`src/sv/scancode_line_assembler_macros.svh`:
```
// Assertion macros for the line assembler; scl_back uses them.
// Each macro expects a clock named clk and an active-low reset named arst_n in scope.
`ifndef SCANCODE_LINE_ASSEMBLER_MACROS_SVH
`define SCANCODE_LINE_ASSEMBLER_MACROS_SVH

// Same-cycle implication, checked outside reset.
`define SCL_ASSERT_NOW(label, ante, cons, msg) \
	label: assert property (@(posedge clk) disable iff (!arst_n) (ante) |-> (cons)) \
		else $error(msg);

// Next-cycle implication, checked outside reset.
`define SCL_ASSERT_NEXT(label, ante, cons, msg) \
	label: assert property (@(posedge clk) disable iff (!arst_n) (ante) |=> (cons)) \
		else $error(msg);

`endif

```
`src/sv/scl_pkg.sv`:
```
// Shared types, constants and the scancode map for the line assembler.
// Depends on nothing; every other file of the block but the macro header uses it.
`default_nettype none

package scl_pkg;

	// Line store depth; at most LINE_DEPTH-1 characters are held.
	localparam int LINE_DEPTH = 64;
	localparam int ADDR_W     = (LINE_DEPTH > 1) ? $clog2(LINE_DEPTH) : 1;

	// Depth of the command queue between the front and the back.
	localparam int CMD_DEPTH = 4;
	localparam int CMD_PTR_W = $clog2(CMD_DEPTH);
	localparam int CMD_CNT_W = $clog2(CMD_DEPTH + 1);

	localparam logic [7:0] CODE_RELEASE   = 8'h80;
	localparam logic [7:0] CODE_ENTER     = 8'h1C;
	localparam logic [7:0] CODE_BACKSPACE = 8'h0E;

	localparam logic [6:0] CHAR_NONE = 7'h00;
	localparam logic [6:0] CHAR_BS   = 7'h08;
	localparam logic [6:0] CHAR_LF   = 7'h0A;

	localparam logic [1:0] KIND_ECHO      = 2'd0;
	localparam logic [1:0] KIND_ERASE     = 2'd1;
	localparam logic [1:0] KIND_LINE_CHAR = 2'd2;
	localparam logic [1:0] KIND_LINE_END  = 2'd3;

	typedef enum logic [1:0] {
		OP_CHAR,
		OP_ERASE,
		OP_ENTER
	} op_t;

	typedef struct packed {
		op_t        op;
		logic [6:0] ch;
	} cmd_t;

	// US set-1 map; zero means the code produces no character.
	function automatic logic [6:0] us_map(input logic [7:0] code);
		logic [6:0] ch;
		ch = CHAR_NONE;
		case (code)
			8'd2:    ch = 7'h31; // 1
			8'd3:    ch = 7'h32;
			8'd4:    ch = 7'h33;
			8'd5:    ch = 7'h34;
			8'd6:    ch = 7'h35;
			8'd7:    ch = 7'h36;
			8'd8:    ch = 7'h37;
			8'd9:    ch = 7'h38;
			8'd10:   ch = 7'h39; // 9
			8'd11:   ch = 7'h30; // 0
			8'd12:   ch = 7'h2D; // -
			8'd13:   ch = 7'h3D; // =
			8'd14:   ch = CHAR_BS;
			8'd15:   ch = 7'h09; // tab
			8'd16:   ch = 7'h71; // q
			8'd17:   ch = 7'h77; // w
			8'd18:   ch = 7'h65; // e
			8'd19:   ch = 7'h72; // r
			8'd20:   ch = 7'h74; // t
			8'd21:   ch = 7'h79; // y
			8'd22:   ch = 7'h75; // u
			8'd23:   ch = 7'h69; // i
			8'd24:   ch = 7'h6F; // o
			8'd25:   ch = 7'h70; // p
			8'd26:   ch = 7'h5B; // [
			8'd27:   ch = 7'h5D; // ]
			8'd28:   ch = CHAR_LF;
			8'd30:   ch = 7'h61; // a
			8'd31:   ch = 7'h73; // s
			8'd32:   ch = 7'h64; // d
			8'd33:   ch = 7'h66; // f
			8'd34:   ch = 7'h67; // g
			8'd35:   ch = 7'h68; // h
			8'd36:   ch = 7'h6A; // j
			8'd37:   ch = 7'h6B; // k
			8'd38:   ch = 7'h6C; // l
			8'd39:   ch = 7'h3B; // ;
			8'd40:   ch = 7'h27; // quote
			8'd41:   ch = 7'h60; // backtick
			8'd43:   ch = 7'h5C; // backslash
			8'd44:   ch = 7'h7A; // z
			8'd45:   ch = 7'h78; // x
			8'd46:   ch = 7'h63; // c
			8'd47:   ch = 7'h76; // v
			8'd48:   ch = 7'h62; // b
			8'd49:   ch = 7'h6E; // n
			8'd50:   ch = 7'h6D; // m
			8'd51:   ch = 7'h2C; // ,
			8'd52:   ch = 7'h2E; // .
			8'd53:   ch = 7'h2F; // /
			8'd55:   ch = 7'h2A; // *
			8'd57:   ch = 7'h20; // space
			default: ch = CHAR_NONE;
		endcase
		return ch;
	endfunction

endpackage

`default_nettype wire

```
`src/sv/scancode_line_assembler.sv`:
```
// Top level of the scancode line assembler: front classifier, command queue and back executor.
// Depends on scl_pkg, scl_front, scl_cmd_fifo and scl_back.
`default_nettype none

// The block turns raw set-1 scancodes into a small line editor. Release codes, unmapped
// codes and codes past the US map are swallowed. A printable key is stored and echoed while
// the line holds fewer than LINE_DEPTH-1 characters. Backspace drops the last character and
// gives an erase echo, or nothing on an empty line. Enter replays the stored line as line
// characters followed by a line-end result flagged last, then clears the line. Both sides
// behave like a queue: a scancode transfer happens when push is high and full is low, a
// result transfer when pop is high and empty is low. A keystroke moves through the front
// register, then the command queue; an echo or erase result appears in the cycle after the
// back takes the command. An Enter holds the back for the replay, as the line memory has
// one read port and yields one character per cycle unless the result side stalls; meanwhile
// the front keeps taking keystrokes until the four-entry command queue and its own register
// are full. A stalled result side holds the back, and through the queue the front.
module scancode_line_assembler (
	input  wire logic        clk,
	input  wire logic        arst_n,
	input  wire logic        push,
	input  wire logic [7:0]  scancode,
	output logic             full,
	input  wire logic        pop,
	output logic             empty,
	output logic [1:0]       kind,
	output logic [6:0]       character,
	output logic             last
);

	// Command transfer from the front register into the queue.
	logic          q_push;
	logic          q_full;
	scl_pkg::cmd_t q_cmd;

	// Command transfer from the queue head into the back.
	logic          head_valid;
	logic          head_pop;
	scl_pkg::cmd_t head_cmd;

	scl_front u_front (
		.clk      (clk),
		.arst_n   (arst_n),
		.push     (push),
		.scancode (scancode),
		.full     (full),
		.q_full   (q_full),
		.q_push   (q_push),
		.q_cmd    (q_cmd)
	);

	scl_cmd_fifo u_fifo (
		.clk       (clk),
		.arst_n    (arst_n),
		.push      (q_push),
		.push_cmd  (q_cmd),
		.full      (q_full),
		.pop       (head_pop),
		.head_cmd  (head_cmd),
		.not_empty (head_valid)
	);

	// The back owns the line memory and the result register.
	scl_back u_back (
		.clk       (clk),
		.arst_n    (arst_n),
		.cmd_valid (head_valid),
		.cmd       (head_cmd),
		.cmd_pop   (head_pop),
		.pop       (pop),
		.empty     (empty),
		.kind      (kind),
		.character (character),
		.last      (last)
	);

endmodule

`default_nettype wire

```
`src/sv/scl_front.sv`:
```
// Front end of the line assembler: takes scancodes and classifies them into commands.
// Depends on scl_pkg.
`default_nettype none

module scl_front (
	input  wire logic          clk,
	input  wire logic          arst_n,
	input  wire logic          push,
	input  wire logic [7:0]    scancode,
	output logic               full,
	input  wire logic          q_full,
	output logic               q_push,
	output scl_pkg::cmd_t      q_cmd
);

	logic          valid_s1;
	scl_pkg::cmd_t cmd_s1;
	scl_pkg::cmd_t cls;
	logic          keep;
	logic          take;
	logic [6:0]    mapped;

	// Releases, unmapped codes and codes past the map are dropped right here.
	always_comb begin
		mapped  = scl_pkg::us_map(scancode);
		cls.op  = scl_pkg::OP_CHAR;
		cls.ch  = mapped;
		keep    = 1'b0;
		if ((scancode & scl_pkg::CODE_RELEASE) != 8'h00) begin
			keep = 1'b0;
		end else if (scancode == scl_pkg::CODE_ENTER) begin
			cls.op = scl_pkg::OP_ENTER;
			cls.ch = scl_pkg::CHAR_NONE;
			keep   = 1'b1;
		end else if (scancode == scl_pkg::CODE_BACKSPACE) begin
			cls.op = scl_pkg::OP_ERASE;
			cls.ch = scl_pkg::CHAR_NONE;
			keep   = 1'b1;
		end else begin
			keep = (mapped != scl_pkg::CHAR_NONE);
		end
	end

	assign q_push = valid_s1 && !q_full;
	assign full   = valid_s1 && q_full;
	assign take   = push && !full;
	assign q_cmd  = cmd_s1;

	always_ff @(posedge clk or negedge arst_n) begin
		if (!arst_n) begin
			valid_s1 <= 1'b0;
		end else if (take) begin
			valid_s1 <= keep;
		end else if (q_push) begin
			valid_s1 <= 1'b0;
		end
	end

	always_ff @(posedge clk) begin
		if (take) begin
			cmd_s1 <= cls;
		end
	end

endmodule

`default_nettype wire

```
`src/sv/scl_cmd_fifo.sv`:
```
// Short command queue between the front and the back of the line assembler.
// Depends on scl_pkg.
`default_nettype none

module scl_cmd_fifo (
	input  wire logic          clk,
	input  wire logic          arst_n,
	input  wire logic          push,
	input  wire scl_pkg::cmd_t push_cmd,
	output logic               full,
	input  wire logic          pop,
	output scl_pkg::cmd_t      head_cmd,
	output logic               not_empty
);

	scl_pkg::cmd_t                   slots_q [scl_pkg::CMD_DEPTH];
	logic [scl_pkg::CMD_PTR_W-1:0]   wr_ptr_q;
	logic [scl_pkg::CMD_PTR_W-1:0]   rd_ptr_q;
	logic [scl_pkg::CMD_CNT_W-1:0]   count_q;
	logic                            do_push;
	logic                            do_pop;

	assign full      = (count_q == scl_pkg::CMD_CNT_W'(scl_pkg::CMD_DEPTH));
	assign not_empty = (count_q != '0);
	assign do_push   = push && !full;
	assign do_pop    = pop && not_empty;
	assign head_cmd  = slots_q[rd_ptr_q];

	always_ff @(posedge clk or negedge arst_n) begin
		if (!arst_n) begin
			wr_ptr_q <= '0;
			rd_ptr_q <= '0;
			count_q  <= '0;
		end else begin
			if (do_push) begin
				wr_ptr_q <= wr_ptr_q + 1'b1;
			end
			if (do_pop) begin
				rd_ptr_q <= rd_ptr_q + 1'b1;
			end
			if (do_push && !do_pop) begin
				count_q <= count_q + 1'b1;
			end else if (do_pop && !do_push) begin
				count_q <= count_q - 1'b1;
			end
		end
	end

	always_ff @(posedge clk) begin
		if (do_push) begin
			slots_q[wr_ptr_q] <= push_cmd;
		end
	end

endmodule

`default_nettype wire

```
`src/sv/scl_back.sv`:
```
// Back end of the line assembler: keeps the line, executes commands and drives results.
// Depends on scl_pkg and scancode_line_assembler_macros.svh.
`default_nettype none
`include "scancode_line_assembler_macros.svh"

module scl_back (
	input  wire logic          clk,
	input  wire logic          arst_n,
	input  wire logic          cmd_valid,
	input  wire scl_pkg::cmd_t cmd,
	output logic               cmd_pop,
	input  wire logic          pop,
	output logic               empty,
	output logic [1:0]         kind,
	output logic [6:0]         character,
	output logic               last
);

	localparam logic [scl_pkg::ADDR_W-1:0] LEN_MAX =
		scl_pkg::ADDR_W'(scl_pkg::LINE_DEPTH - 1);

	typedef enum logic {
		ST_IDLE,
		ST_REPLAY
	} state_t;

	state_t                      state_q;
	logic [scl_pkg::ADDR_W-1:0]  len_q;
	logic [scl_pkg::ADDR_W-1:0]  rd_idx_q;
	logic                        rd_vld_q;
	logic [6:0]                  rdata_q;
	logic                        out_valid_q;
	logic [1:0]                  kind_q;
	logic [6:0]                  char_q;
	logic                        last_q;
	logic [6:0]                  line_mem [scl_pkg::LINE_DEPTH];

	logic out_free;
	logic emit_char;
	logic rd_issue;
	logic end_emit;
	logic cmd_take;
	logic echo_emit;
	logic erase_emit;

	always_comb begin
		out_free   = !out_valid_q || pop;
		emit_char  = (state_q == ST_REPLAY) && rd_vld_q && out_free;
		rd_issue   = (state_q == ST_REPLAY) && (rd_idx_q != len_q) &&
		             (!rd_vld_q || emit_char);
		end_emit   = (state_q == ST_REPLAY) && (rd_idx_q == len_q) && !rd_vld_q && out_free;
		cmd_take   = (state_q == ST_IDLE) && cmd_valid &&
		             ((cmd.op == scl_pkg::OP_ENTER) || out_free);
		echo_emit  = cmd_take && (cmd.op == scl_pkg::OP_CHAR) && (len_q < LEN_MAX);
		erase_emit = cmd_take && (cmd.op == scl_pkg::OP_ERASE) && (len_q != '0);
	end

	assign cmd_pop   = cmd_take;
	assign empty     = !out_valid_q;
	assign kind      = kind_q;
	assign character = char_q;
	assign last      = last_q;

	// Line memory: written by appends, read one entry per cycle during replay unless results stall.
	always_ff @(posedge clk) begin
		if (echo_emit) begin
			line_mem[len_q] <= cmd.ch;
		end
		if (rd_issue) begin
			rdata_q <= line_mem[rd_idx_q];
		end
	end

	always_ff @(posedge clk or negedge arst_n) begin
		if (!arst_n) begin
			state_q     <= ST_IDLE;
			len_q       <= '0;
			rd_idx_q    <= '0;
			rd_vld_q    <= 1'b0;
			out_valid_q <= 1'b0;
			kind_q      <= scl_pkg::KIND_ECHO;
			char_q      <= scl_pkg::CHAR_NONE;
			last_q      <= 1'b0;
		end else begin
			if (out_valid_q && pop) begin
				out_valid_q <= 1'b0;
			end
			unique case (state_q)
				ST_IDLE: begin
					if (echo_emit) begin
						len_q       <= len_q + 1'b1;
						out_valid_q <= 1'b1;
						kind_q      <= scl_pkg::KIND_ECHO;
						char_q      <= cmd.ch;
						last_q      <= 1'b1;
					end else if (erase_emit) begin
						len_q       <= len_q - 1'b1;
						out_valid_q <= 1'b1;
						kind_q      <= scl_pkg::KIND_ERASE;
						char_q      <= scl_pkg::CHAR_NONE;
						last_q      <= 1'b1;
					end else if (cmd_take && (cmd.op == scl_pkg::OP_ENTER)) begin
						rd_idx_q <= '0;
						rd_vld_q <= 1'b0;
						state_q  <= ST_REPLAY;
					end
				end
				ST_REPLAY: begin
					if (rd_issue) begin
						rd_idx_q <= rd_idx_q + 1'b1;
						rd_vld_q <= 1'b1;
					end else if (emit_char) begin
						rd_vld_q <= 1'b0;
					end
					if (emit_char) begin
						out_valid_q <= 1'b1;
						kind_q      <= scl_pkg::KIND_LINE_CHAR;
						char_q      <= rdata_q;
						last_q      <= 1'b0;
					end
					if (end_emit) begin
						out_valid_q <= 1'b1;
						kind_q      <= scl_pkg::KIND_LINE_END;
						char_q      <= scl_pkg::CHAR_NONE;
						last_q      <= 1'b1;
						len_q       <= '0;
						state_q     <= ST_IDLE;
					end
				end
				default: begin
					state_q <= ST_IDLE;
				end
			endcase
		end
	end

	`SCL_ASSERT_NOW(a_len_bound, 1'b1, len_q <= LEN_MAX, "line length beyond store capacity")
	`SCL_ASSERT_NOW(a_rd_idx_bound, state_q == ST_REPLAY, rd_idx_q <= len_q, "replay index past line end")
	`SCL_ASSERT_NOW(a_rd_vld_replay, rd_vld_q, state_q == ST_REPLAY, "read data pending outside replay")
	`SCL_ASSERT_NEXT(a_end_clears, end_emit, (len_q == '0) && (state_q == ST_IDLE), "line not cleared after line end")

endmodule

`default_nettype wire

```
`config.mk`:
```
export PLATFORM = sky130hd
export DESIGN_NAME = scancode_line_assembler
export DESIGN_NICKNAME = d
export VERILOG_FILES = /design/src/sv/scl_pkg.sv /design/src/sv/scancode_line_assembler.sv /design/src/sv/scl_front.sv /design/src/sv/scl_cmd_fifo.sv /design/src/sv/scl_back.sv
export VERILOG_INCLUDE_DIRS = /design/src /design/src/sv
export SDC_FILE = /design/constraint.sdc
export NUM_CORES = 1
export LEC_CHECK = 0
export BUFFER_PORTS_ARGS = -buffer_cell sky130_fd_sc_hd__buf_2
export CAP_MARGIN = 20
export CORE_UTILIZATION = 30
export CTS_BUF_LIST = sky130_fd_sc_hd__clkbuf_4
export CTS_CLUSTER_DIAMETER = 100
export DETAILED_ROUTE_END_ITERATION = 8
export GPL_ROUTABILITY_DRIVEN = 0
export MAX_ROUTING_LAYER = met4
export PLACE_DENSITY = 0.44
export SYNTH_ARGS = -nofsm -noshare
export SYNTH_HDL_FRONTEND = slang
export SYNTH_SLANG_ARGS = --single-unit
```
`constraint.sdc`:
```
create_clock -name clk -period 4.5 [get_ports clk]
set_clock_uncertainty 0.1 [all_clocks]
set_input_delay 0.675 -clock clk [delete_from_list [all_inputs] [get_ports clk]]
set_output_delay 0.675 -clock clk [all_outputs]
set_load 0.005 [all_outputs]
```
# After elaboration in Yosys (flattened, before gate mapping)
# Memory sizes are Yosys's and may differ from the RTL's. A register that Yosys moved wholly into a read port is not among the register bits.
# Cells that the tools add are included.
[classes]
add_sub_neg = 7
eq_ne = 15
magnitude_cmp = 1
n_mux = 55
n_reduce_logical = 43
bitwise = 1
[op_table]
columns = ["operator", "n"]
rows = [
  ["$mux 6", 7],
  ["$mux 7", 6],
  ["$mux 1", 26],
  ["$pmux 6 s2", 2],
  ["$logic_and 1x1->1", 22],
  ["$pmux 7 s2", 1],
  ["$add 6x1->6 const B", 2],
  ["$ne 2x2->1 const B", 5],
  ["$mux 9", 1],
  ["$eq 8x4->1 const B", 1],
  ["$eq 8x5->1 const B", 1],
  ["$mux 2", 4],
  ["$mux 8", 1],
  ["$pmux 1 s2", 4],
  ["$reduce_and 4->1", 2],
  ["$reduce_bool 7->1", 1],
  ["$eq 6x6->1", 1],
  ["$logic_not 1->1", 6],
  ["$lt 6x6->1 const B", 1],
  ["$mux 3", 2],
  ["$ne 3x3->1 const B", 2],
  ["$ne 6x6->1", 1],
  ["$reduce_bool 6->1", 1],
  ["$sub 6x1->6 const B", 1],
  ["other kinds (15)", 21],
]
[word_totals]
output_inout_bits = 12
ff_bits = 42
romBits = 448
ram_bits = 484
mem_count = 3
elab_cells = 140
inputBits = 12
[mem_list]
columns = ["memory", "words", "word_bits", "rd", "rd_ports_with_merged_regs", "wr", "line", "rtl"]
rows = [
  ["(name not given)", 64, 7, 1, 0, 0, "scl_pkg.sv:44", "case (code)"],
  ["u_back.line_mem", 64, 7, 1, 1, 1, "scl_back.sv:36", "logic [6:0] line_mem [scl_pkg::LINE_DEPTH];"],
  ["u_fifo.slots_q", 4, 9, 1, 0, 1, "scl_cmd_fifo.sv:16", "scl_pkg::cmd_t slots_q [scl_pkg::CMD_DEPTH];"],
]

# Logic depth before layout (Yosys ltp)
# Gate-level depths: netlist of run 1.
[depth]
depth_word = 9
ltp_mapped = 13

# By module
# From an unflattened synthesis of run 1, not the netlist that was laid out.
[unflattened]
hier_cells = 1264
hier_area_um2 = 22187.5
[by_module_without_submodules]
columns = ["module", "area_each_um2", "cells_each", "instances"]
rows = [
  ["scl_back", 19205.9, 1036, 1],
  ["scl_cmd_fifo", 1736.7, 82, 1],
  ["scl_front", 1244.9, 146, 1],
]

# Worst setup path after synthesis of run 1
# OpenSTA, ideal clock, no wires.
[synth_path]
path_kind = "register to register"
start = "register u_fifo.rd_ptr_q[0] (netlist bit)"
end = "register u_back.len_q[5] (netlist bit)"
synth_period_minus_slack_ns = 3.466
path_buffers = 1
t_arrival_ns = 3.233
required_time_ns = 4.268
path_stages_with_launch = 13
setup_slack_ns = 1.034
path_cell_list = "dfrtp_1 -> mux4_2 -> or4_4 -> nor3_2 -> buf_2 -> inv_1 -> ha_1 -> a211oi_1 -> o21bai_1 -> a21oi_1 -> xnor2_1 -> a211oi_1 -> o22ai_1"
[synth_between]
elab_chain_cells = 8
elab_cells_between_ends = 14
classes_between = "3 x eq/ne; 2 x mux; 8 x reduce/logical; 1 x memory"
[synth_rtl]
columns = ["item", "line", "rtl"]
rows = [
  ["start, declared", "scl_cmd_fifo.sv:18", "logic [scl_pkg::CMD_PTR_W-1:0] rd_ptr_q;"],
  ["start signal, assigned", "scl_cmd_fifo.sv:39", "rd_ptr_q <= rd_ptr_q + 1'b1;"],
  ["$mem_v2 4x9 (*)", "n/a", ""],
  ["$eq 2x2->1", "scl_back.sv:53", "((cmd.op == scl_pkg::OP_ENTER) || out_free);"],
  ["$logic_or 1x1->1", "scl_back.sv:53", ""],
  ["$logic_and 1x1->1", "scl_back.sv:52", "cmd_take = (state_q == ST_IDLE) && cmd_valid &&"],
  ["$logic_and 1x1->1 (on tied branches) (2 in a row)", "scl_back.sv:54, scl_back.sv:55", ""],
  ["$mux 6 or $ne 3x1->1 (tied branches)", "n/a", ""],
  ["$pmux 6 s2 or $reduce_and 2->1 (tied branches)", "n/a", ""],
  ["end signal, assigned", "scl_back.sv:91", "len_q <= len_q + 1'b1;"],
  ["end signal, assigned", "scl_back.sv:97", "len_q <= len_q - 1'b1;"],
  ["end, declared", "scl_back.sv:28", "logic [scl_pkg::ADDR_W-1:0] len_q;"],
]
# Every way passes the cells marked *; elsewhere a longest branch is shown, timed or not.
# A chain may end at the register's enable or synchronous reset.

# Worst setup path after layout of run 1
[layout_path]
start = "register u_fifo.rd_ptr_q[0] (netlist bit)"
end = "memory u_back.line_mem[17][1] (enable)"
[layout_between]
elab_chain_cells = 8
elab_cells_between_ends = 9
classes_between = "1 x eq/ne; 2 x mux; 5 x reduce/logical; 1 x memory"
[layout_rtl]
columns = ["item", "line", "rtl"]
rows = [
  ["$mem_v2 4x9 (*)", "n/a", ""],
  ["$eq 2x2->1", "scl_back.sv:53", ""],
  ["$logic_or 1x1->1", "scl_back.sv:53", ""],
  ["$logic_and 1x1->1", "scl_back.sv:52", ""],
  ["$logic_and 1x1->1 (*) (2 in a row)", "scl_back.sv:54", "echo_emit = cmd_take && (cmd.op == scl_pkg::OP_CHAR) && (len_q < LEN_MAX);"],
  ["$mux 1 (*)", "scl_back.sv:66", "if (echo_emit) begin"],
  ["$mux 1 (implied by the code) (*)", "scl_back.sv:67", "line_mem[len_q] <= cmd.ch;"],
  ["end, declared", "scl_back.sv:36", ""],
]
# Marks and branches as above.

==> metrics.log, run 1 <==
[metrics] Hold Path Class: in -> reg
[metrics] clock tree buffer depth: 3
[metrics] post-route antenna net violation count: 0
[metrics] final-layout worst hold slack: 0.113 ns
[metrics] effective utilization at floorplan: 30.4%
[metrics] mean instance size in the synthesized netlist: 19.4 µm²
[metrics] kind of start point of the critical path: flop
[metrics] Clock Latency Late Sink: approximately 0.95 ns
[metrics] overall die area: ~0.074 mm²
[metrics] cell taking the most area after synthesis: sky130_fd_sc_hd__edfxtp_1
[metrics] number of violations of the max-capacitance limit: 0
[metrics] total power draw: 15.9 mW
[metrics] first-pass GRT wire length: about 81000 µm
[metrics] most used flip-flop cell after synthesis: sky130_fd_sc_hd__edfxtp_1
[metrics] critical path capture point type: flop
[metrics] post-synth top area share: 68.7%
[metrics] antenna violations before repair: 3
[metrics] count of TritonRoute iterations in the first routing pass: 5
[metrics] per-cell routed wire length: 23.0 µm
[metrics] CP Data Arrival Time: 4.20 ns
[metrics] register share of total power: 42.5%
[metrics] CTS tree: done
[metrics] final setup fails: 0
[metrics] Yosys warnings: 0
[metrics] largest cells by area after synthesis: sky130_fd_sc_hd__edfxtp_1, sky130_fd_sc_hd__mux4_2, sky130_fd_sc_hd__dfrtp_1, sky130_fd_sc_hd__nor2_1, sky130_fd_sc_hd__ha_1
[metrics] height of the chip: about 270 µm
[metrics] CTS sink count: 533
[metrics] switching power as a share of total power: 32.6%
[metrics] number of storage elements in the synthesis netlist: 533
[metrics] run status: complete, no violations
[metrics] CTS hold repair buffers: 6
[metrics] simple-gate share of the synthesized area: 4.06%
[metrics] Post-CTS Setup Inserts: 0
[metrics] Row Count: 98
[metrics] adder-cell share of the synthesized area: 1.44%
[metrics] via/cell ratio: 4.79
[metrics] total of cells resized after clock tree synthesis: 0
[metrics] post-synthesis instance total: 1125
[metrics] Rel. slew slack: 39.3%
[metrics] port buffer count: 23
[metrics] dominant cell by count in the synthesized netlist: sky130_fd_sc_hd__edfxtp_1
[metrics] cell chosen for the clock root: sky130_fd_sc_hd__clkbuf_4
[metrics] complex-gate fraction of the synthesized area: 2.87%
[metrics] crit path time final: approximately 3.8 ns
[metrics] highest clock frequency the design can meet: 0.267 GHz
[metrics] Critical Setup Path Class: reg -> reg
[metrics] Gate power share: 30.1%
[metrics] maximum number of pins on one net before global-route repair: 66
[metrics] dominant combinational cell family by area after synthesis: multiplexers
[metrics] largest driver fanout on the critical path: 8
[metrics] most instantiated cells after synthesis: sky130_fd_sc_hd__edfxtp_1, sky130_fd_sc_hd__mux4_2, sky130_fd_sc_hd__nor2_1
[metrics] horizontal extent of the die: 272 µm
[metrics] CTS H-Tree Depth: 4
[metrics] I/O pin count: 24
[metrics] xor-xnor portion of the synthesized cell area: 0.801%
[metrics] Final #Nets: 1320
[metrics] actual slew at the worst max-slew pin: 0.910 ns
[metrics] Seq/Total Area, Yosys: 72.4%
[metrics] Detailed Route WL: about 54000 µm
[metrics] P_sw: 5.18 mW
[metrics] clock buffer count from CTS: approximately 150
[metrics] drt initial violations: 707
[metrics] accumulated negative setup slack: 0 ns
[metrics] required time at the endpoint of the critical path: around 5.0 ns
[metrics] remaining design rule violation count: 0
[metrics] area of the core: 0.0719 mm²
[metrics] layout cell share with drive strength beyond 1: 33.0%
[metrics] final count of hold timing violations: 0
[metrics] Synth cell types: 57
[metrics] post-route clock period utilization: between 80% and 90%
[metrics] number of enable-type register cells in the synthesized netlist: 500
[metrics] Leak: approximately 8.2 nW
[metrics] clock transition at the registers of the reported paths: 0.06 ns
[metrics] Detailed Place HPWL: 33100 µm
[metrics] vias after detailed routing: around 11000
[metrics] final-report max-slew violation count: 0
[metrics] Peak VDD IR: 0.320 mV
[metrics] via count of the first global-routing pass: roughly 12000
[metrics] RSZ-0062 raised after global routing: false
[metrics] Area growth syn-to-layout: 15.4%
[metrics] overall routing resource usage: between 10% and 20%
[metrics] Cell Area, Synth: 0.0219 mm²
[metrics] multiplexer share of the synthesized area: 16.8%
[metrics] power density cells: 630 mW/mm²
[metrics] Internal Dissipation: between 10 and 15 mW
[metrics] Final Instance Area: between 0.02 and 0.03 mm²
[metrics] gr ovfl total: 0
[metrics] async set-or-reset flop fraction in the synthesized netlist: 6.19%
[metrics] Placed Area: 0.0233 mm²
[metrics] clock network power share: 27.4%
[power groups by stage]
stage | Clock, mW | Sequential [mW] | Combinational, mW
floorplan | 0 | 6.60 | 3.23
global placement | 0 | 6.87 | 4.91
detailed placement | 0 | 6.86 | 4.91
CTS | 4.53 | 6.76 | 4.93
global route | 4.79 | 6.80 | 5.19
finish | 4.36 | 6.76 | 4.78
[metrics by stage]
stage / instances / setup slack, ns / utilization, %
floorplan: 1131 / 1.03 / -
global placement: 2081 / 0.718 / 32.4
detailed placement: 2081 / 0.731 / 32.4
CTS: 2339 / 0.713 / 35.1
global route: 2344 / 0.571 / 35.1
finish: 2344 / 0.748 / 35.1
[cells in the final DEF (no fill, tap or decap), types with 5 or more instances in the layout]
master                          synthesis  layout
sky130_fd_sc_hd__clkinv_1               0      28
sky130_fd_sc_hd__edfxtp_1             500     500
sky130_fd_sc_hd__and3_1                 6       6
sky130_fd_sc_hd__inv_1                 21      21
sky130_fd_sc_hd__and2_1                 5       5
sky130_fd_sc_hd__o21ai_0               22      22
sky130_fd_sc_hd__or3_1                  5       5
sky130_fd_sc_hd__diode_2                0       5
sky130_fd_sc_hd__buf_2                 12      23
sky130_fd_sc_hd__a211oi_1              11      11
sky130_fd_sc_hd__nor3_1                 8       8
sky130_fd_sc_hd__dlygate4sd3_1          0       6
sky130_fd_sc_hd__nand3_1               12      12
sky130_fd_sc_hd__nor2_1                92      92
sky130_fd_sc_hd__buf_4                  0      39
sky130_fd_sc_hd__mux2_1                 7       7
sky130_fd_sc_hd__xnor2_1               13      13
sky130_fd_sc_hd__mux2_2                 8       8
sky130_fd_sc_hd__nand2b_1              10      10
sky130_fd_sc_hd__nand2_1               28      28
sky130_fd_sc_hd__nand4_1                5       5
sky130_fd_sc_hd__ha_1                  22      22
sky130_fd_sc_hd__nor2b_1                9       9
sky130_fd_sc_hd__mux2i_1               15      15
sky130_fd_sc_hd__conb_1                 1       7
sky130_fd_sc_hd__a21oi_1               13      13
sky130_fd_sc_hd__mux4_2               149     149
sky130_fd_sc_hd__dfrtp_1               33      30
sky130_fd_sc_hd__a22o_1                11      11
sky130_fd_sc_hd__clkbuf_4               0     210
sky130_fd_sc_hd__xor2_1                 7       7
[state kept, by name, indices dropped and copies added, names as in the netlist]
name                cells
u_back.out_valid_q      1
u_fifo.count_q          3
u_back.rdata_q          7
u_fifo.slots_q         36
u_back.rd_idx_q         6
u_back.kind             2
u_front.valid_s1        1
u_back.rd_vld_q         1
u_fifo.rd_ptr_q         2
u_front.q_cmd           9
u_back.line_mem       448
u_back.state_q          1
u_back.last             1
u_fifo.wr_ptr_q         2
u_back.character        7
u_back.len_q            6
[per-layer routing]
metal | wire length, µm | vias up | track usage, %
met1 | 25300 | 5892 | 21.1
met3 | 2420 | 79 | 3.71
met2 | 25400 | 275 | 23.2
met5 | 0 | - | -
li1 | - | 4987 | -
met4 | 854 | 0 | 5.10
[worst paths after layout]
kind                                                to  cells after the start                start  slack [ns]
worst min register to register     u_back.character[1]                      1  u_back.character[1]        0.39
worst min-delay path                  u_front.q_cmd[5]                      4          scancode[7]        0.11
worst max register to register  u_back.line_mem[17][1]                      5   u_fifo.rd_ptr_q[0]        0.75
min in group asynchronous          u_back.character[4]                      2               arst_n        0.26
worst max-delay path            u_back.line_mem[17][1]                      5   u_fifo.rd_ptr_q[0]        0.75
max in group asynchronous           u_back.rd_idx_q[0]                      2               arst_n        3.45
[cells by family (layout without fill, tap and decap cells)]
kind of cell	after synthesis	in the layout
flip-flops	533	533
adder cells (fa/ha/maj)	24	24
buffers and inverters	87	345
XOR/XNOR	20	20
AO/OA/AOI/OAI	89	89
other	1	12
AND/OR/NAND/NOR	192	192
multiplexers	179	179
[critical path, stage by stage (launching register included)]
cell and delay (ns):
sky130_fd_sc_hd__dfrtp_1 0.37, sky130_fd_sc_hd__mux4_2 0.52, sky130_fd_sc_hd__or4_4 0.57, sky130_fd_sc_hd__nor3_1 0.45, sky130_fd_sc_hd__nand3_1 0.66, sky130_fd_sc_hd__nor2_1 0.71
[cell type report]
| cell class | instances | area, µm² |
|---|---|---|
| timing repair buffer | 72 | 548 |
| inverter | 21 | 78.8 |
| fill | 6963 | 46600 |
| antenna | 5 | 12.5 |
| multi-input combinational | 511 | 5710 |
| tap | 950 | 1190 |
| clock inverter | 42 | 275 |
| clock buffer | 210 | 1580 |
| sequential | 533 | 15800 |
No activity file was read; power rests on OpenSTA's default activity.
==> run 2, diff against run 1 <==
==> constraint.sdc (replaced) <==
create_clock -name clk -period 3.5 [get_ports clk]
set_clock_uncertainty 0.1 [all_clocks]
set_input_delay 0.525 -clock clk [delete_from_list [all_inputs] [get_ports clk]]
set_output_delay 0.525 -clock clk [all_outputs]
set_load 0.005 [all_outputs]
==> run 2 against run 1 <==
  * Via count grew 2.4%
  * Power grew 28%
  * Critical path type unchanged
  * Global-route usage shrank 0.13 points
  * Setup slack lost 0.61 ns
  * Clock power grew 27%
  * First-iteration DRC count shrank 2.8%
  * Fmax grew 12%
  * Sequential power grew 27%
  * Register-to-register slack lost 0.61 ns
  * Critical path depth grew 6
==> metrics.log, run 2 (same netlist as run 1, synthesis figures left out) <==
[metrics] clock transition at the registers of the reported paths: 0.08 ns (+0.02 ns)
[metrics] Area growth syn-to-layout: 18.1%
[metrics] worst reg2reg path endpoint: u_back.len_q[5]
[metrics] highest clock frequency the design can meet: 0.297 GHz (+12%)
[metrics] Gate power share: 30.8% (+0.7 points)
[metrics] worst flop-to-flop path startpoint: u_fifo.rd_ptr_q[0]
[metrics] Critical Setup Path Class: reg -> reg
[metrics] actual slew at the worst max-slew pin: 0.833 ns (-0.0772 ns)
[metrics] switching power as a share of total power: 32.3% (-0.26 points)
[metrics] final count of hold timing violations: 0 (unchanged)
[metrics] RSZ-0062 raised after global routing: false
[metrics] required time at the endpoint of the critical path: 4.22 ns (-0.73 ns)
[metrics] startpoint of the tightest hold check path: scancode[4]
[metrics] most frequent standard cell in the layout excluding fill and tap cells: sky130_fd_sc_hd__edfxtp_1
[metrics] port buffer count: 23 (unchanged)
[metrics] layout cell share with drive strength beyond 1: 36.5% (+3.6 points)
[metrics] count of TritonRoute iterations in the first routing pass: 5 (unchanged)
[metrics] post-route antenna net violation count: 0 (unchanged)
[metrics] number of violations of the max-capacitance limit: 0 (unchanged)
[metrics] Placed Area: 0.0239 mm² (+2.4%)
[metrics] P_sw: 6.59 mW (+27%)
[metrics] effective utilization at floorplan: 30.4% (unchanged)
[metrics] height of the chip: 272 µm (unchanged)
[metrics] pre-CTS worst setup slack: 0.170 ns (-0.561 ns)
[metrics] via count of the first global-routing pass: 12000 (+0.050%)
[metrics] area of the core: 0.0719 mm² (unchanged)
[metrics] accumulated negative setup slack: 0 ns (unchanged)
[metrics] overall routing resource usage: 15.5% (-0.13 points)
[metrics] Final Instance Area: 0.0258 mm² (+2.3%)
[metrics] largest driver fanout on the critical path: 5 (-3)
[metrics] CTS tree: done
[metrics] horizontal extent of the die: 272 µm (unchanged)
[metrics] CTS hold repair buffers: 12 (+6)
[metrics] vias after detailed routing: 11500 (+2.4%)
[metrics] Detailed Place HPWL: 33000 µm (-0.51%)
[metrics] Rel. slew slack: 44.5% (+5.1 points)
[metrics] total of cells resized after clock tree synthesis: 0 (unchanged)
[metrics] critical path capture point type: flop
[metrics] top library cells by usage in the layout, fill and taps aside: sky130_fd_sc_hd__edfxtp_1, sky130_fd_sc_hd__clkbuf_4, sky130_fd_sc_hd__mux4_2
[metrics] Internal Dissipation: 13.8 mW (+29%)
[metrics] Clock Latency Late Sink: 0.95 ns (about the same)
[metrics] CTS sink count: 533 (unchanged)
[metrics] Post-CTS Setup Inserts: 0 (unchanged)
[metrics] CP Data Arrival Time: 4.09 ns (-0.11 ns)
[metrics] post-route clock period utilization: 96.1% (+13 points)
[metrics] top register by number of flip-flops: u_back.line_mem
[metrics] run status: complete, no violations
[metrics] crit path time final: 3.36 ns (-0.387 ns)
[metrics] antenna violations before repair: 1 (-2)
[metrics] overall die area: 0.0740 mm² (unchanged)
[metrics] per-cell routed wire length: 22.4 µm (-2.7%)
[metrics] final-layout worst hold slack: 0.246 ns (+0.133 ns)
[metrics] Final #Nets: 1396 (+5.8%)
[metrics] drt initial violations: 687 (-2.8%)
[metrics] number of cells on the worst hold path: 3 (-1)
[metrics] Hold Path Class: in -> reg
[metrics] via/cell ratio: 4.76 (-0.57%)
[metrics] clock network power share: 27.1% (-0.3 points)
[metrics] register share of total power: 42.1% (-0.4 points)
[metrics] Detailed Route WL: 54000 µm (+0.22%)
[metrics] worst hold endpoint: u_front.q_cmd[8]
[metrics] kind of start point of the critical path: flop
[metrics] final setup fails: 0 (unchanged)
[metrics] clock buffer count from CTS: 145 (unchanged)
[metrics] Peak VDD IR: 0.461 mV (+44%)
[metrics] remaining design rule violation count: 0 (unchanged)
[metrics] I/O pin count: 24 (unchanged)
[metrics] clock tree buffer depth: 3 (unchanged)
[metrics] gr ovfl total: 0 (unchanged)
[metrics] Leak: 8.62 nW (+4.9%)
[metrics] number of cell instances on the worst register-to-register path: 11 (+6)
[metrics] first-pass GRT wire length: 80200 µm (-1.2%)
[metrics] power density cells: 790 mW/mm² (+25%)
[metrics] cell chosen for the clock root: sky130_fd_sc_hd__clkbuf_4
[metrics] max FFs per register: 448 (unchanged)
[metrics] total power draw: 20.4 mW (+28%)
[metrics] CTS H-Tree Depth: 4 (unchanged)
[metrics] setup slack of the critical path after layout: 0.135 ns (-0.613 ns)
[metrics] R2R Setup Slk: 0.14 ns (-0.61 ns)
[metrics] final-report max-slew violation count: 0 (unchanged)
[metrics] maximum number of pins on one net before global-route repair: 65 (-1.5%)
[metrics] Row Count: 98 (unchanged)
run 2: cell count changes in the layout (fill, tap and decap cells not counted), sizes merged:
cell         previous run  this run
dlygate4sd3             6        12
clkinv                 32        24
bufinv                  4         2
clkinvlp                2         4
buf                    66       136
diode                   5         1
inv                    25        26
clkbuf                210       216
run 2: per-layer routing:
metal  vias up  share of wire, %  track usage (%)
met3        80               4.8             4.07
li1       5115                 -                -
met2       296                47             23.1
met1      6016                46             20.4
met5         -                 0                -
met4         0               2.1             5.66
run 2: final cells by class:
type	count	area, µm²
well taps	950	1190
fillers	6894	46000
clock buffers	216	1620
clock inverters	35	216
repair buffers	148	1160
diodes	1	2.50
inverters	21	78.8
flip-flops and latches	533	15800
multi-input cells	511	5710
run 2: power by group through the flow:
stage	sequential [mW]	clock [mW]	combinational [mW]
2_1_floorplan	8.48	0	4.15
3_3_place_gp	8.72	0	6.44
3_5_place_dp	8.72	0	6.45
4_1_cts	8.60	5.76	6.49
5_1_grt	8.64	6.07	6.81
6_report	8.60	5.52	6.28
run 2: stage by stage:
| stage | utilization [%] | std cells |
|---|---|---|
| final | 35.9 | 2415 |
| after CTS | 35.9 | 2414 |
| after detailed placement | 33.2 | 2151 |
| after floorplan | - | 1131 |
| after global placement | 33.2 | 2151 |
| after global routing | 35.9 | 2415 |
run 2: how the worst max path moves through the flow:
stage,startpoint,to,slack (ns),cells past startpoint
2_1_floorplan,u_fifo.rd_ptr_q[0],u_back.len_q[5],0.03,12
6_report,u_fifo.rd_ptr_q[0],u_back.len_q[5],0.14,11
3_5_place_dp,u_fifo.rd_ptr_q[0],u_back.len_q[5],0.17,11
5_1_grt,u_fifo.rd_ptr_q[0],u_back.len_q[5],0.06,11
3_3_place_gp,u_fifo.rd_ptr_q[0],u_back.len_q[5],0.13,11
4_1_cts,u_fifo.rd_ptr_q[0],u_back.len_q[5],0.16,11
run 2: worst max-delay path, cell delays in order (launching register included):
cell and delay, ns:
sky130_fd_sc_hd__dfrtp_1 0.36, sky130_fd_sc_hd__mux4_2 0.52, sky130_fd_sc_hd__or4_4 0.57, sky130_fd_sc_hd__nor3_2 0.23, sky130_fd_sc_hd__inv_1 0.13, sky130_fd_sc_hd__ha_1 0.32, sky130_fd_sc_hd__a211oi_1 0.26, sky130_fd_sc_hd__o21bai_1 0.12
sky130_fd_sc_hd__a21oi_1 0.18, sky130_fd_sc_hd__xnor2_1 0.10, sky130_fd_sc_hd__a211oi_1 0.25, sky130_fd_sc_hd__o22ai_1 0.12
